`src/design/trapezoidal_rotation_ramp_unit_defines.svh`:
```
// shared assertion macros for the rotation ramp unit
`ifndef TRAPEZOIDAL_ROTATION_RAMP_UNIT_DEFINES_SVH
`define TRAPEZOIDAL_ROTATION_RAMP_UNIT_DEFINES_SVH

// same-cycle implication, disabled while in reset
`define TRRU_ASSERT_NOW(label, ante, cons, msg) \
    label: assert property (@(posedge aclk) disable iff (!aresetn) (ante) |-> (cons)) \
        else $error(msg);

// next-cycle implication, disabled while in reset
`define TRRU_ASSERT_NEXT(label, ante, cons, msg) \
    label: assert property (@(posedge aclk) disable iff (!aresetn) (ante) |=> (cons)) \
        else $error(msg);

`endif

```
`src/design/trru_pkg.sv`:
```
`default_nettype none

package trru_pkg;

    // profile constants
    localparam int RAMP_LEN  = 50;
    localparam int PERIOD_MS = 10;

    localparam logic [14:0] MAX_SPEED_RESET  = 15'd1024;
    localparam logic signed [15:0] HOLD_RESET = 16'sd1024;

    // register byte addresses
    localparam logic [1:0] ADDR_MAX_SPEED = 2'd0;

    // tick-count to speed scaling: mag * num / RAMP_LEN by reciprocal multiply
    localparam int RAMP_LOG     = $clog2(RAMP_LEN);
    localparam int NUM_W        = (RAMP_LOG > 0) ? RAMP_LOG : 1;
    localparam int RAMP_SHIFT   = 16 + 2 * RAMP_LOG;
    localparam logic [63:0] RAMP_RECIP =
        ((64'd1 << RAMP_SHIFT) + 64'(RAMP_LEN) - 64'd1) / 64'(RAMP_LEN);
    localparam int COEF_W       = 17 + 2 * RAMP_LOG;
    localparam int SCALE_PROD_W = 16 + COEF_W;

    // run time to tick count: run_time_ms / PERIOD_MS by reciprocal multiply
    localparam int PERIOD_LOG     = $clog2(PERIOD_MS);
    localparam int PERIOD_SHIFT   = 32 + PERIOD_LOG;
    localparam int PERIOD_RECIP_W = 33;
    localparam logic [63:0] PERIOD_RECIP =
        ((64'd1 << PERIOD_SHIFT) + 64'(PERIOD_MS) - 64'd1) / 64'(PERIOD_MS);
    localparam int DIV_PROD_W     = 32 + PERIOD_RECIP_W;

    typedef enum logic [1:0] {
        CMD_TICK  = 2'd0,
        CMD_START = 2'd1,
        CMD_STOP  = 2'd2,
        CMD_NONE  = 2'd3
    } cmd_t;

    typedef struct packed {
        cmd_t               command;
        logic signed [15:0] target_speed;
        logic [31:0]        run_time_ms;
    } item_t;

    typedef struct packed {
        logic signed [15:0] speed_out;
        logic               drive;
        logic               stop_motion;
        logic               done_res;
    } result_t;

    // ramp numerator premultiplied by the reciprocal of RAMP_LEN
    function automatic logic [COEF_W-1:0] ramp_coef(input logic [NUM_W-1:0] num);
        logic [63:0] prod;
        prod = 64'(num) * RAMP_RECIP;
        return prod[COEF_W-1:0];
    endfunction

endpackage

`default_nettype wire

```
`src/design/trru_cfg_regs.sv`:
```
`default_nettype none

module trru_cfg_regs (
    input  wire logic        aclk,
    input  wire logic        aresetn,
    input  wire logic        psel,
    input  wire logic        penable,
    input  wire logic        pwrite,
    input  wire logic [1:0]  paddr,
    input  wire logic [31:0] pwdata,
    output logic      [31:0] prdata,
    output logic             pready,
    output logic      [14:0] max_speed
);

    logic [14:0] max_speed_reg;
    logic [14:0] max_speed_next;
    logic        wr_en;

    assign pready = 1'b1;
    assign wr_en  = psel && penable && pwrite && (paddr == trru_pkg::ADDR_MAX_SPEED);

    // register write on the access phase
    always_comb begin
        max_speed_next = max_speed_reg;
        if (wr_en) begin
            max_speed_next = pwdata[14:0];
        end
    end

    always_ff @(posedge aclk) begin
        if (!aresetn) begin
            max_speed_reg <= trru_pkg::MAX_SPEED_RESET;
        end else begin
            max_speed_reg <= max_speed_next;
        end
    end

    // read back
    always_comb begin
        prdata = 32'd0;
        if (paddr == trru_pkg::ADDR_MAX_SPEED) begin
            prdata = {17'd0, max_speed_reg};
        end
    end

    assign max_speed = max_speed_reg;

endmodule

`default_nettype wire

```
`config.mk`:
```
export PLATFORM = sky130hd
export DESIGN_NAME = trru_cfg_regs
export DESIGN_NICKNAME = d
export VERILOG_FILES = /design/src/design/trapezoidal_rotation_ramp_unit_defines.svh /design/src/design/trru_pkg.sv /design/src/design/trru_cfg_regs.sv
export SDC_FILE = /design/constraint.sdc
export NUM_CORES = 1
export LEC_CHECK = 0
export ABC_AREA = 1
export BUFFER_PORTS_ARGS = -buffer_cell sky130_fd_sc_hd__clkbuf_2
export CAP_MARGIN = 20
export CORE_MARGIN = 2
export CORE_UTILIZATION = 33
export CTS_CLUSTER_DIAMETER = 40
export DETAILED_ROUTE_END_ITERATION = 7
export HOLD_SLACK_MARGIN = 0.1
export PLACE_DENSITY_LB_ADDON = 0.25
export SYNTH_ARGS = -nofsm -noshare
export SYNTH_HDL_FRONTEND = slang
export SYNTH_SLANG_ARGS = --single-unit
export TNS_END_PERCENT = 30
```
`constraint.sdc`:
```
create_clock -name aclk -period 0.9 [get_ports aclk]
set_input_delay 0.27 -clock aclk [delete_from_list [all_inputs] [get_ports aclk]]
set_output_delay 0.27 -clock aclk [all_outputs]
set_load 0.03 [all_outputs]
```
[Yosys cells after proc, flatten, opt, wreduce, memory -nomap -nowiden]
Index checks and enable logic that the tools add are counted.
Word-level totals
  register bits: 15
  input bits: 39
  output and inout port bits: 48
  word-level logic and storage cells: 6
Cells by class
  multiplexer cells: 1
  reduce and logical (&&, ||, !) cells: 4
Operators by type and width (number)
  15-bit two-way mux: 1
  1-bit logical AND: 3
  2-bit logical NOT: 1

[Longest topological paths before layout]
  word-level depth: 3
  mapped depth: 6

[Worst setup path after synthesis]
OpenSTA, ideal clock, no wires.
  path type: reg-to-output
  start: register max_speed_reg[0] (netlist: max_speed[0])
  end: output port prdata[0]
  arrival: 994 ps
  required time: 630 ps
  path slack: -364 ps
  stages on the path, launching flop included: 3
  path buffers: 0
  path through: dfxtp_1 inv_1 nor2_1
Between the ends
  cells in the longest elaborated chain, start to end: 1
RTL lines
  from (decl): RTL line trru_cfg_regs.sv:16  | logic [14:0] max_speed_reg;
  from (signal assigned): RTL line trru_cfg_regs.sv:33  | max_speed_reg <= trru_pkg::MAX_SPEED_RESET;
  from (signal assigned): RTL line trru_cfg_regs.sv:35  | max_speed_reg <= max_speed_next;
  15-bit two-way mux: RTL line trru_cfg_regs.sv:42  | if (paddr == trru_pkg::ADDR_MAX_SPEED) begin
  to (decl): RTL line trru_cfg_regs.sv:11  | output logic [31:0] prdata,
No other way between the ends.

[Worst setup path in the final report]
  start: register max_speed_reg[7] (netlist: max_speed[7])
  end: output port prdata[7]
Same word-level chain as after synthesis.

==> impl_results.md <==
- Outcome: finished, violations left
- Failing checks: setup timing
- Vias in the first global route: 984
- DRT antenna net count: 0
- Postcts setup bufs: 0
- Synth top area cells: dfxtp_1 (32%), nor2_1 (17%), buf_4 (15%)
- Die Span Y: 57.68 µm
- Max-slew violations: 0
- Drt total wl: 2812 µm
- Worst path max stage delay: 0.35 ns
- Area leader, netlist: dfxtp_1
- Hold Path Class: in2reg
- Total power: 1594 µW
- Buffer and inverter count on the worst path: 2
- Power Dens Cells: 848.7 nW/µm²
- Final Setup Violations: 30
- CTS Sinks: 15
- Slack of the worst reg-to-reg path: 0.16 ns
- Initial antenna violation count: 0
- Later-pin clock latency in the skew report: 0.29 ns
- Syn Inst Count: 152
- Hold Slack: 0.2055 ns
- CTS tree: done
- Critical Path RT: 0.63 ns
- Crit path max-delay cell type: dfxtp_2
- Row count: 19
- Initial DRC count: 26
- Mapped cell area: 950.9 µm²
- CTS root buf: clkbuf_4
- 1st-pass router iterations: 4
- Critical Path AT: 0.91 ns
- Clock Pin Slew Worst Setup and Hold Paths: 0.10 ns
- Pin count of the biggest net entering global routing: 16
- FF-to-FF Start: max_speed[4]$_SDFFE_PN0P_
- Synth-to-layout area growth: 97.50%
- Deepest clock path buffer count: 2
- Placed cell areas: 1456 µm²
- Synth top area share: 31.58%
- Vias: 1,052
- Drt wl/cell: 11.16 µm
- PortBufs: 51
- CP startpoint: max_speed[7]$_SDFFE_PN0P_
- #FFs+latches synth: 15
- First-pass GRT wire length: 4374 µm
- All-Layer GR Usage: 17.53%
- CP Cell Sequence: inv_2, nor2_4, buf_8
- Setup TNS: -7.471 ns
- # H-tree levels: 1
- Fin. Hold Viols: 0
- R2r worst-path depth: 3
- Gpl congestion: 0.6689
- WP depth: 3
- DRC errors left: 0
- Post-synthesis sequential area ratio: 31.58%
- Clock Skew: 0 ns
- Die width: 57.68 µm
- Fmax: 845.0 MHz
- Initial Util: 34.48%
- Synth Warn #: 0
- Min cycle time layout: 1.183 ns
- Critical path destination: prdata[7]
- Setup CP Type: reg2out
- Max reg flops: 15
- Period utilization: 131.5%
- Layout cell share with drive strength beyond 1: 57.92%
- Worst setup SP type: register
- TritonCTS Buffers: 3
- Top delay family on crit path: flip-flops
- Core area: 2758 µm²
- Largest fanout on the critical path: 2
- Final net count: 261
- Pleak: 0.0009034 µW
- Maximum VDD drop: 0.5239 mV
- ANT cells: 0
- Grt total ovfl: 0
- Max-Cap Viols: 0
- HPWL Detailed: 1803 µm
- Syn_area_per_cell: 6.256 µm²
- CP endpoint kind: output pin
- Post-DR vias/cell: 4.175
- Die footprint: 3327 µm²
- Unrepaired setup endpoints after global routing: yes
- Synth cell types: 16
- Final instance area: 1878 µm²
- Capture point of the worst reg-to-reg path: max_speed[4]$_SDFFE_PN0P_
- Io pins: 87
- Final worst slack: -0.2834 ns
kinds of logic after synthesis:
logic type | Yosys count | share of synthesized area (%)
flip-flops | 15 | 31.58
AND/OR/NAND/NOR | 79 | 36.84
buffers and inverters | 55 | 30.26
AO/OA/AOI/OAI | 1 | 0.5258
other | 2 | 0.7898
synth_stat cells (all sizes together):
cell type and number:
dfxtp 15, nand2 17, inv 32, conb 2
nor2 46, buf 23, nand3 16, o21ai 1
worst min-delay path by stage:
stage                          startpoint                         end  cells past startpoint
6_report                       pwdata[10]  max_speed[10]$_SDFFE_PN1P_                      3
4_1_cts                        pwdata[10]  max_speed[10]$_SDFFE_PN1P_                      3
3_3_place_gp   max_speed[10]$_SDFFE_PN1P_  max_speed[10]$_SDFFE_PN1P_                      2
2_1_floorplan                     aresetn  max_speed[11]$_SDFFE_PN0P_                      2
3_5_place_dp                   pwdata[10]  max_speed[10]$_SDFFE_PN1P_                      3
5_1_grt                        pwdata[10]  max_speed[10]$_SDFFE_PN1P_                      3
through the flow:
step                      utilization, %  worst slack, ns  cells
final                              68.10          -0.2834    252
after global routing               68.10          -0.3206    252
after CTS                          66.38          -0.2808    252
after detailed placement           52.81          -0.4342    246
after global placement             52.81          -0.4340    246
after floorplan                        -          -0.1538    168
layer usage:
metal | up-vias | share of wire (%) | global-route usage [%]
met2 | 34 | 58 | 33.12
met3 | 2 | 5.2 | 2.902
met1 | 468 | 36 | 19.25
met5 | - | 0 | 0
li1 | 548 | - | -
met4 | 0 | 0.75 | 6.977
final cells by class:
| cell class | count | area, µm² |
|---|---|---|
| Tap cell | 31 | 38.79 |
| Sequential cell | 15 | 319.1 |
| Clock buffer | 3 | 22.52 |
| Fill cell | 230 | 879.6 |
| Multi-Input combinational cell | 100 | 575.6 |
| Timing Repair Buffer | 70 | 773.2 |
| Inverter | 32 | 143.9 |
| Clock inverter | 1 | 5.005 |
placed cells by master, fill, tap and decap left out, types with 2 or more instances in the layout:
| master | count |
|---|---|
| nor2_1 | 28 |
| buf_6 | 11 |
| inv_1 | 15 |
| inv_2 | 15 |
| nor2_2 | 2 |
| clkbuf_4 | 3 |
| dfxtp_2 | 15 |
| buf_4 | 8 |
| buf_8 | 29 |
| conb_1 | 18 |
| nand2_8 | 2 |
| clkbuf_2 | 19 |
| nand2_1 | 16 |
| nand3_1 | 15 |
| nor2_4 | 15 |
tightest hold or removal path, stage by stage:
cell and delay, ns:
clkbuf_2 0.08, nand2_1 0.05, nand3_1 0.07
power breakdown:
part | switching, µW | internal (µW)
clock network | 227 | 165
logic | 321 | 188
registers | 11.9 | 680
timing repair:
action                                  in CTS  in global routing
hold buffers                                 0                  0
cloned                                       2                  0
gates resized for setup                     88                 33
endpoints found under the setup margin      45                 30
pin swaps                                   16                  0
No activity file was read; power rests on OpenSTA's default activity.
